## config.mk

```make
export PLATFORM = sky130hd
export DESIGN_NAME = run_length_codec
export DESIGN_NICKNAME = d
export VERILOG_FILES = /design/src/rtl/rlc_pkg.sv /design/src/rtl/rlc_front.sv /design/src/rtl/rlc_queue.sv /design/src/rtl/rlc_back.sv /design/src/rtl/run_length_codec.sv
export SDC_FILE = /design/constraint.sdc
export NUM_CORES = 1
export LEC_CHECK = 0
export ABC_AREA = 1
export BUFFER_PORTS_ARGS = -buffer_cell sky130_fd_sc_hd__buf_2
export CAP_MARGIN = 20
export CORE_MARGIN = 2
export CORE_UTILIZATION = 25
export CTS_BUF_LIST = sky130_fd_sc_hd__clkbuf_2 sky130_fd_sc_hd__clkbuf_4 sky130_fd_sc_hd__clkbuf_8
export DETAILED_ROUTE_END_ITERATION = 16
export PLACE_DENSITY = 0.39
export SYNTH_ARGS = -nofsm -noshare
export SYNTH_HDL_FRONTEND = slang
export SYNTH_SLANG_ARGS = --single-unit
```

## constraint.sdc

```tcl
create_clock -name i_clk -period 7.1 [get_ports i_clk]
set_input_delay 0.71 -clock i_clk [delete_from_list [all_inputs] [get_ports i_clk]]
set_output_delay 0.71 -clock i_clk [all_outputs]
set_load 0.02 [all_outputs]
```

## src/rtl/rlc_pkg.sv

```systemverilog
package rlc_pkg;

    // Longest run that the encoder gathers before it closes the run.
    localparam int MAX_RUN = 99;

    // Character code of the digit zero.
    localparam logic [7:0] CHAR_ZERO = 8'h30;

    // Entries in the command queue between the front and the back.
    localparam int QDEPTH = 2;
    localparam int QPTR_W = $clog2(QDEPTH);

    typedef logic [6:0] t_len;

    // One command for the back: optional tens and ones digits, then the
    // symbol repeated count times. The flags belong to its final result.
    typedef struct packed {
        logic [7:0] sym;
        logic       show_tens;
        logic       show_ones;
        logic [3:0] tens;
        logic [3:0] ones;
        logic [3:0] count;
        logic       last_item;
        logic       last_string;
    } t_cmd;

    // Build the command that emits one closed run of the encoder.
    // The tens digit comes from a multiply by the reciprocal of ten,
    // which is exact over the seven-bit run length.
    function automatic t_cmd make_run(input logic [7:0] sym, input t_len len,
                                      input logic last_item, input logic last_string);
        t_cmd       c;
        logic [14:0] prod;
        logic [3:0] tens;
        logic [7:0] tens_x10;
        prod     = 15'({8'd0, len} * 15'd205);
        tens     = prod[14:11];
        tens_x10 = 8'({4'd0, tens} * 8'd10);
        c.sym         = sym;
        c.show_tens   = (len >= t_len'(10));
        c.show_ones   = (len > t_len'(1));
        c.tens        = tens;
        c.ones        = 4'({1'b0, len} - tens_x10);
        c.count       = 4'd1;
        c.last_item   = last_item;
        c.last_string = last_string;
        return c;
    endfunction

endpackage

```

## src/rtl/rlc_front.sv

```systemverilog
module rlc_front
    import rlc_pkg::*;
(
    input  logic       i_clk,
    input  logic       i_rst_n,
    input  logic       i_cfg_valid,
    input  logic       i_cfg_decode_mode,
    input  logic       i_valid,
    input  logic [7:0] i_symbol,
    input  logic       i_string_end,
    output logic       o_ready,
    output logic       o_q_valid,
    output t_cmd       o_q_cmd,
    input  logic       i_q_ready
);

    logic       r_mode;
    logic [7:0] r_held;
    t_len       r_len;
    logic       r_have;
    logic [3:0] r_rep;
    logic       r_pend;
    t_cmd       r_pend_cmd;

    logic       n_mode;
    logic [7:0] n_held;
    t_len       n_len;
    logic       n_have;
    logic [3:0] n_rep;
    logic       n_pend;
    t_cmd       n_pend_cmd;

    logic       accept;
    logic       is_digit;
    logic       diff;
    logic       start;
    t_len       len_new;
    logic       close;
    logic [7:0] run_sym;
    t_cmd       cmd_a;
    t_cmd       cmd_b;
    t_cmd       cmd_rep;

    // A request is taken only when no second command waits and the queue has room.
    assign o_ready = !r_pend && i_q_ready;
    assign accept  = i_valid && o_ready;

    // Classify the incoming character against the open run.
    always_comb begin
        is_digit = (i_symbol >= CHAR_ZERO) && (i_symbol <= (CHAR_ZERO + 8'd9));
        diff     = r_have && (i_symbol != r_held);
        start    = !r_have || diff;
        len_new  = start ? t_len'(1) : t_len'(r_len + t_len'(1));
        close    = (len_new >= t_len'(MAX_RUN)) || i_string_end;
        run_sym  = start ? i_symbol : r_held;
        cmd_a    = make_run(r_held, r_len, !close, 1'b0);
        cmd_b    = make_run(run_sym, len_new, 1'b1, i_string_end);
        cmd_rep             = '0;
        cmd_rep.sym         = i_symbol;
        cmd_rep.count       = r_rep;
        cmd_rep.last_item   = 1'b1;
        cmd_rep.last_string = i_string_end;
    end

    // Push commands and advance the codec state.
    always_comb begin
        n_mode     = r_mode;
        n_held     = r_held;
        n_len      = r_len;
        n_have     = r_have;
        n_rep      = r_rep;
        n_pend     = r_pend;
        n_pend_cmd = r_pend_cmd;
        o_q_valid  = 1'b0;
        o_q_cmd    = r_pend_cmd;

        if (i_cfg_valid) begin
            n_mode = i_cfg_decode_mode;
        end

        if (r_pend) begin
            o_q_valid = 1'b1;
            if (i_q_ready) begin
                n_pend = 1'b0;
            end
        end else if (accept) begin
            if (r_mode) begin
                if (is_digit) begin
                    n_rep = i_string_end ? 4'd1 : 4'(i_symbol - CHAR_ZERO);
                end else begin
                    n_rep = 4'd1;
                    if (r_rep != 4'd0) begin
                        o_q_valid = 1'b1;
                        o_q_cmd   = cmd_rep;
                    end
                end
            end else begin
                if (diff) begin
                    o_q_valid = 1'b1;
                    o_q_cmd   = cmd_a;
                    if (close) begin
                        n_pend     = 1'b1;
                        n_pend_cmd = cmd_b;
                    end
                end else if (close) begin
                    o_q_valid = 1'b1;
                    o_q_cmd   = cmd_b;
                end
                n_held = run_sym;
                if (close) begin
                    n_have = 1'b0;
                    n_len  = t_len'(0);
                end else begin
                    n_have = 1'b1;
                    n_len  = len_new;
                end
            end
        end
    end

    always_ff @(posedge i_clk) begin
        if (!i_rst_n) begin
            r_mode <= 1'b0;
            r_held <= 8'd0;
            r_len  <= t_len'(0);
            r_have <= 1'b0;
            r_rep  <= 4'd1;
            r_pend <= 1'b0;
        end else begin
            r_mode <= n_mode;
            r_held <= n_held;
            r_len  <= n_len;
            r_have <= n_have;
            r_rep  <= n_rep;
            r_pend <= n_pend;
        end
    end

    always_ff @(posedge i_clk) begin
        r_pend_cmd <= n_pend_cmd;
    end

endmodule

```

## src/rtl/rlc_queue.sv

```systemverilog
module rlc_queue
    import rlc_pkg::*;
(
    input  logic i_clk,
    input  logic i_rst_n,
    input  logic i_push,
    input  t_cmd i_cmd,
    output logic o_push_ready,
    output logic o_pop_valid,
    output t_cmd o_cmd,
    input  logic i_pop
);

    localparam int CNT_W = $clog2(QDEPTH + 1);

    t_cmd              r_mem [QDEPTH];
    logic [QPTR_W-1:0] r_wp;
    logic [QPTR_W-1:0] r_rp;
    logic [CNT_W-1:0]  r_cnt;

    logic do_push;
    logic do_pop;

    assign o_push_ready = (r_cnt != CNT_W'(QDEPTH));
    assign o_pop_valid  = (r_cnt != CNT_W'(0));
    assign o_cmd        = r_mem[r_rp];
    assign do_push      = i_push && o_push_ready;
    assign do_pop       = i_pop && o_pop_valid;

    // Pointers and fill level.
    always_ff @(posedge i_clk) begin
        if (!i_rst_n) begin
            r_wp  <= '0;
            r_rp  <= '0;
            r_cnt <= '0;
        end else begin
            if (do_push) begin
                r_wp <= (r_wp == QPTR_W'(QDEPTH - 1)) ? '0 : QPTR_W'(r_wp + 1'b1);
            end
            if (do_pop) begin
                r_rp <= (r_rp == QPTR_W'(QDEPTH - 1)) ? '0 : QPTR_W'(r_rp + 1'b1);
            end
            if (do_push && !do_pop) begin
                r_cnt <= CNT_W'(r_cnt + 1'b1);
            end else if (do_pop && !do_push) begin
                r_cnt <= CNT_W'(r_cnt - 1'b1);
            end
        end
    end

    // Command storage.
    always_ff @(posedge i_clk) begin
        if (do_push) begin
            r_mem[r_wp] <= i_cmd;
        end
    end

endmodule

```

## src/rtl/rlc_back.sv

```systemverilog
module rlc_back
    import rlc_pkg::*;
(
    input  logic       i_clk,
    input  logic       i_rst_n,
    input  logic       i_cmd_valid,
    input  t_cmd       i_cmd,
    output logic       o_cmd_ready,
    output logic       o_valid,
    output logic [7:0] o_out_symbol,
    output logic       o_last_of_item,
    output logic       o_last_of_string,
    input  logic       i_ready
);

    logic r_busy;
    t_cmd r_cmd;

    logic take;
    logic last_of_cmd;

    assign take        = o_valid && i_ready;
    assign last_of_cmd = !r_cmd.show_tens && !r_cmd.show_ones && (r_cmd.count == 4'd1);
    assign o_cmd_ready = !r_busy || (take && last_of_cmd);

    // The current result follows from what is left of the held command.
    always_comb begin
        o_valid = r_busy;
        if (r_cmd.show_tens) begin
            o_out_symbol = CHAR_ZERO + {4'd0, r_cmd.tens};
        end else if (r_cmd.show_ones) begin
            o_out_symbol = CHAR_ZERO + {4'd0, r_cmd.ones};
        end else begin
            o_out_symbol = r_cmd.sym;
        end
        o_last_of_item   = last_of_cmd && r_cmd.last_item;
        o_last_of_string = last_of_cmd && r_cmd.last_string;
    end

    // Busy flag: a command is held until its final result is taken.
    always_ff @(posedge i_clk) begin
        if (!i_rst_n) begin
            r_busy <= 1'b0;
        end else if (o_cmd_ready) begin
            r_busy <= i_cmd_valid;
        end
    end

    // Step through the digits, then through the symbol repeats.
    always_ff @(posedge i_clk) begin
        if (o_cmd_ready) begin
            r_cmd <= i_cmd;
        end else if (take) begin
            if (r_cmd.show_tens) begin
                r_cmd.show_tens <= 1'b0;
            end else if (r_cmd.show_ones) begin
                r_cmd.show_ones <= 1'b0;
            end else begin
                r_cmd.count <= r_cmd.count - 4'd1;
            end
        end
    end

endmodule

```

## src/rtl/run_length_codec.sv

```systemverilog
// Run-length encoder and decoder, one character per request.
// Each command passes through the command queue, then the back's command register.
// Throughput: one result per cycle from the back while i_ready is high; a request is
// accepted each cycle while the front holds no command and the two-entry queue has room.
// Sustained rate follows the result count: up to four per request encoding, nine decoding.
// Reset: synchronous active low; encode mode, no open run, repeat count one, queue empty.
module run_length_codec
    import rlc_pkg::*;
(
    input  logic       i_clk,
    input  logic       i_rst_n,
    input  logic       i_cfg_valid,
    input  logic       i_cfg_decode_mode,
    output logic       o_cfg_ready,
    input  logic       i_valid,
    input  logic [7:0] i_symbol,
    input  logic       i_string_end,
    output logic       o_ready,
    output logic       o_valid,
    output logic [7:0] o_out_symbol,
    output logic       o_last_of_item,
    output logic       o_last_of_string,
    input  logic       i_ready
);

    logic q_in_valid;
    t_cmd q_in_cmd;
    logic q_in_ready;
    logic q_out_valid;
    t_cmd q_out_cmd;
    logic q_out_ready;

    // The mode register is written at any time it is offered.
    assign o_cfg_ready = 1'b1;

    rlc_front u_front (
        .i_clk             (i_clk),
        .i_rst_n           (i_rst_n),
        .i_cfg_valid       (i_cfg_valid),
        .i_cfg_decode_mode (i_cfg_decode_mode),
        .i_valid           (i_valid),
        .i_symbol          (i_symbol),
        .i_string_end      (i_string_end),
        .o_ready           (o_ready),
        .o_q_valid         (q_in_valid),
        .o_q_cmd           (q_in_cmd),
        .i_q_ready         (q_in_ready)
    );

    rlc_queue u_queue (
        .i_clk        (i_clk),
        .i_rst_n      (i_rst_n),
        .i_push       (q_in_valid),
        .i_cmd        (q_in_cmd),
        .o_push_ready (q_in_ready),
        .o_pop_valid  (q_out_valid),
        .o_cmd        (q_out_cmd),
        .i_pop        (q_out_ready)
    );

    rlc_back u_back (
        .i_clk            (i_clk),
        .i_rst_n          (i_rst_n),
        .i_cmd_valid      (q_out_valid),
        .i_cmd            (q_out_cmd),
        .o_cmd_ready      (q_out_ready),
        .o_valid          (o_valid),
        .o_out_symbol     (o_out_symbol),
        .o_last_of_item   (o_last_of_item),
        .o_last_of_string (o_last_of_string),
        .i_ready          (i_ready)
    );

endmodule

```

# Word level (Yosys, flattened, before mapping)
# Memories as Yosys holds them, arrays and structs flattened. A register that Yosys moved wholly into a read port is not among the register bits.
# Cells that the tools add are included.
word_totals:
  ram_bits: 48
  inputBits: 15
  elab_cells: 132
  register_bits: 75
  memories: 1
op_classes:
  n_eq_ne: 5
  multipliers: 4
  n_reduce_logical: 34
  bitwise: 2
  n_lt_le_gt_ge: 7
  mux: 42
  n_addsub: 11
mem_list:
  columns: ["name", "words", "width", "rd", "rd_ports_with_merged_regs", "write_ports", "line_no", "text"]
  rows:
  - ["u_queue.r_mem", 2, 24, 1, 1, 1, "rlc_queue.sv:16", "t_cmd r_mem [QDEPTH];"]
ops:
  columns: ["cell", "n"]
  rows:
  - ["24-bit two-way mux", 7]
  - ["7-bit by 8-bit multiplier with 15-bit output, second input constant", 2]
  - ["4-bit two-way mux", 6]
  - ["8-bit two-way mux", 3]
  - ["1-bit two-way mux", 20]
  - ["6-bit by 4-bit adder with 7-bit output, first input constant", 2]
  - ["7-bit by 4-bit >= comparator with 1-bit output, second input constant", 2]
  - ["7-bit by 1-bit > comparator with 1-bit output, second input constant", 2]
  - ["1-bit logical AND", 14]
  - ["7-bit two-way mux", 2]
  - ["3-bit AND reduction", 3]
  - ["8-bit by 6-bit >= comparator with 1-bit output, second input constant", 1]
  - ["8-bit by 6-bit <= comparator with 1-bit output, second input constant", 1]
  - ["1-bit zero test", 8]
  - ["4-bit by 3-bit multiplier with 3-bit output, second input constant", 2]
  - ["2-bit two-way mux", 4]
  - ["8-bit inequality test", 1]
  - ["4-bit by 1-bit subtractor with 4-bit output, second input constant", 2]
  - ["4-bit subtractor", 2]
  - ["7-bit by 1-bit adder with 7-bit output, second input constant", 1]
  - ["7-bit >= comparator, second input constant", 1]
  - ["2-bit inequality test, second input constant", 3]
  - ["2-bit nonzero test", 3]
  - ["4-bit by 1-bit == test with 1-bit output, second input constant", 1]
  - ["8 further kinds", 12]

# Depth between registers and ports, before layout
depth:
  depth_word: 16
  ltp_mapped: 39
  depth_no_buf: 39

# Hierarchy
# From an unflattened synthesis, not the netlist that was laid out.
hier_totals:
  cells_unflattened: 882
  hier_area_um2: 8323.0
by_module_without_submodules:
  columns: ["mod", "area_each_um2", "n_inst", "seq_area_each_um2", "cells_each"]
  rows:
  - ["rlc_front", 5129.9, 1, 1161.1, 675]
  - ["rlc_queue", 2080.7, 1, 1541.5, 112]
  - ["rlc_back", 1101.1, 1, 740.7, 93]
  - ["run_length_codec", 11.3, 1, 0.0, 2]

# Least setup slack after synthesis
# OpenSTA, ideal clock, no wires.
synth_timing:
  path_kind: "in2reg"
  from: "input i_symbol[5]"
  to: "memory u_queue.r_mem[0][8] in the netlist's numbering (data pin)"
  setup_time_ns: 0.271
  required_ns: 6.829
  cell_stages: 27
  t_arrival_ns: 5.156
  path_slack_ns: 1.673
  cell_sequence: "inv_1 > nand2_1 > nand2_1 > inv_2 > nand2_2 > nor2_4 > nand3_4 > nor2_1 > inv_1 > ha_1 > fa_1 > ha_1 > inv_1 > fa_1 > inv_1 > ha_1 > nand2_1 > o21a_1 > o221a_2 > nand3_1 > nand3_2 > nand2_1 > inv_1 > ha_1 > or2_2 > o21ai_1 > o211ai_1"
synth_rtl:
  columns: ["element", "line_no", "text"]
  rows:
  - ["start: declaration", "run_length_codec.sv:16", "input logic [7:0] i_symbol,"]
  - ["end: declaration", "rlc_queue.sv:16", null]

==> qor.txt <==
Cts hold-fix bufs: 0
Sequential area share after synthesis: 41.4%
Syn Area/Cell: 8.88 um2
Antenna Cells: 0
Count leader, synth: nand2_1
Clk slew on worst S/H paths: 0.08 ns
Setup repair after global routing missed its margin: false
Setup_tns: 0 ns
Area growth syn-to-layout: 12.6%
Synth top area share: 34.7%
Skew final: 0.0207 ns
Max incr delay on CP: 0.73 ns
Sink Count: 124
Max Root-Sink Buffers: 2
Antenna violations before repair: 1
Pint: 1.49 mW
Final ANT Viol Nets: 0
Critical-path top delay cell: dfxtp_1
Final Slew Violations: 0
All-Layer GR Usage: 12.7%
Number of distinct library cells after synthesis: 50
Primary FF master, synth: edfxtp_1
GPL Wtd Cong: 0.798
Static Leak: 4.40 nW
Status: finished, final reports clean
Core area: 32600 um2
Top cells by instance count after synthesis: nand2_1, inv_1, edfxtp_1, ha_1, a21oi_1
DIE HEIGHT: 186 um
DRT iter0 DRCs: 398
First drt pass iteration count: 5
Pwr Density: 250 nW/um2
Highest fanout seen on the critical path: 10
Layout cells sized above 1: 12.1%
Syn nets: 1064
R2r endpoint: u_queue.r_mem[1][9]
Tcrit/Tclk final: 84.5%
Worst slew margin relative to its limit: 32.3%
DRC viols: 0
Reg-to-reg slack, setup: 1.10 ns
First-pass GRT wire length: 34300 um
Hold path start: u_queue.r_rp
Post-CTS Setup Bufs: 0
Switching part of the total: 36.2%
Comb pwr share: 26.8%
Ports: 28
Htree depth: 4
Hold_ws: 0.442 ns
Crit path time final: 6.00 ns
R2R depth: 31
Top cells by area in the synthesized netlist: edfxtp_1, ha_1, nand2_1
DP Wirelength: 15800 um
Peak VDD IR: 0.000134 V
Final setup violation count: 0
CTS root buf: clkbuf_8
Cts bufs inserted: 17
Crit path DAT: 6.25 ns
Worst Hold Class: flop to flop
Detailed-route via count: 6114
Vias in the first global route: 5995
Psw: 846 uW
Input/output buffers: 26
Initial Util: 25.5%
Critical Path RT: 7.35 ns
Largest net degree at the start of global routing: 36
Mapped Area: 8310 um2
Final hold vios: 0
Cell mode on critical path: nand2_1
Fillers: 3447
WHS Path Cells: 1
Reg2reg start: u_front.r_len[0]
Power share of the clock group: 27.2%
Die X: 186 um
Worst-Skew Late Latency: 0.44 ns
Total Wirelength: 21200 um
Placement Setup Slack: 0.827 ns
Post-cts repair resize count: 0
CP Class: flop to flop
Sequential Power Share: 46.0%
Post-synth ARST share: 0%
Area post-placement: 8960 um2
Synth Register Bits: 124
Rows: 66
CP Capture Type: flop
Drt via density: 4.29
Post-synth top area cell: edfxtp_1
Ys Warns: 0
Congestion Overflow GR: 0
Wirelength per Cell: 14.9 um
Final nets: 1098
CP Launch Type: flop
Fin worst setup slack: 1.10 ns
CTS tree: built
Max-capacitance violation count: 0
Die area: 34700 um2
Highest clock rate: 167 MHz
Cells after Synth: 936
EDFF count, synth: 96
Measured slew at the worst slew-check pin: 1.01 ns
Post-route cell area: 9360 um2
==> power groups by stage <==
stage / registers (mW) / clock network [mW] / logic [mW]
2_1_floorplan: 1.05 / 0 / 0.447
6_report: 1.07 / 0.637 / 0.626
3_5_place_dp: 1.10 / 0 / 0.635
5_1_grt: 1.10 / 0.694 / 0.713
4_1_cts: 1.08 / 0.657 / 0.638
3_3_place_gp: 1.10 / 0 / 0.637
==> kinds of logic after synthesis <==
logic type	count (synthesis)	share of synthesized area (%)
DFF	124	41.4
buffers and inverters	173	8.25
xor gates and xnor gates	14	1.48
other	1	0.0451
adders and majority gates	113	18.5
AOI/OAI and AO/OA	158	11.7
and+or+nand+nor	353	18.6
==> per-stage QoR <==
stage          std cells  total power, mW  util [%]
2_1_floorplan        936             1.50         -
3_3_place_gp        1393             1.73      27.5
3_5_place_dp        1393             1.73      27.5
4_1_cts             1424             2.37      28.7
5_1_grt             1424             2.51      28.7
6_report            1424             2.34      28.7
==> area by class of cell <==
type	instances	area [um2]	area share, %
well taps	442	553	5.91
repair buffers	35	198	2.11
clock buffers	17	234	2.50
clock inverters	14	161	1.72
multi-input cells	639	4190	44.8
inverters	153	579	6.19
flip-flops and latches	124	3440	36.8
==> metal layers <==
metal / GRT usage (%) / up-vias / part of all wire [%]
li1: - / 3172 / -
met1: 18.4 / 2851 / 52
met2: 19.3 / 70 / 45
met3: 2.48 / 19 / 2.4
met4: 2.95 / 2 / 1.0
met5: 0 / - / 0.061
==> critical path: cells and delay by family, from the launching register on <==
kind	cells	cell delay (ns)
adder cells (fa/ha/maj)	8	2.28
AND/OR/NAND/NOR	12	1.30
buffers and inverters	7	0.60
XOR/XNOR	1	0.27
AO/OA/AOI/OAI	3	0.64
flip-flops	1	0.73
==> worst max-delay path by stage <==
stage	from	endpoint	slack (ns)
4_1_cts	u_front.r_len[0]	u_queue.r_mem[0][8]	1.02
5_1_grt	u_front.r_len[0]	u_queue.r_mem[0][9]	0.51
2_1_floorplan	i_symbol[5]	u_queue.r_mem[0][8]	1.67
6_report	u_front.r_len[0]	u_queue.r_mem[1][9]	1.10
3_5_place_dp	i_symbol[2]	u_queue.r_mem[0][8]	0.83
3_3_place_gp	i_symbol[2]	u_queue.r_mem[0][9]	0.81
==> cells in the final DEF (no fill, tap or decap), types with 3 or more instances in the layout <==
master,count
o211ai_1,6
nand3_1,23
nor2_2,4
nor2_1,54
nand2_1,235
or2_2,7
a31oi_1,3
nand3_4,3
dfxtp_1,28
clkbuf_8,17
xnor2_1,3
xor2_1,11
edfxtp_1,96
ha_1,96
nand2_2,5
a22oi_1,7
o21ai_1,5
a21oi_1,65
o2111ai_1,3
inv_6,4
fa_1,17
nor2_4,3
buf_2,26
o221ai_1,5
clkinv_4,5
buf_4,9
inv_1,141
nand4_1,6
nor3_1,4
inv_2,9
o21ai_2,14
a32oi_1,8
o21ai_0,34
==> state kept, by name, indices dropped and copies added (netlist names), 2 cells and up, named ones only <==
signal / cells
u_back.r_cmd: 24
u_front.r_held: 8
u_front.r_len: 7
u_front.r_pend_cmd: 24
u_front.r_rep: 4
u_queue.r_cnt: 2
u_queue.r_mem: 48
No activity file was read; power rests on OpenSTA's default activity.
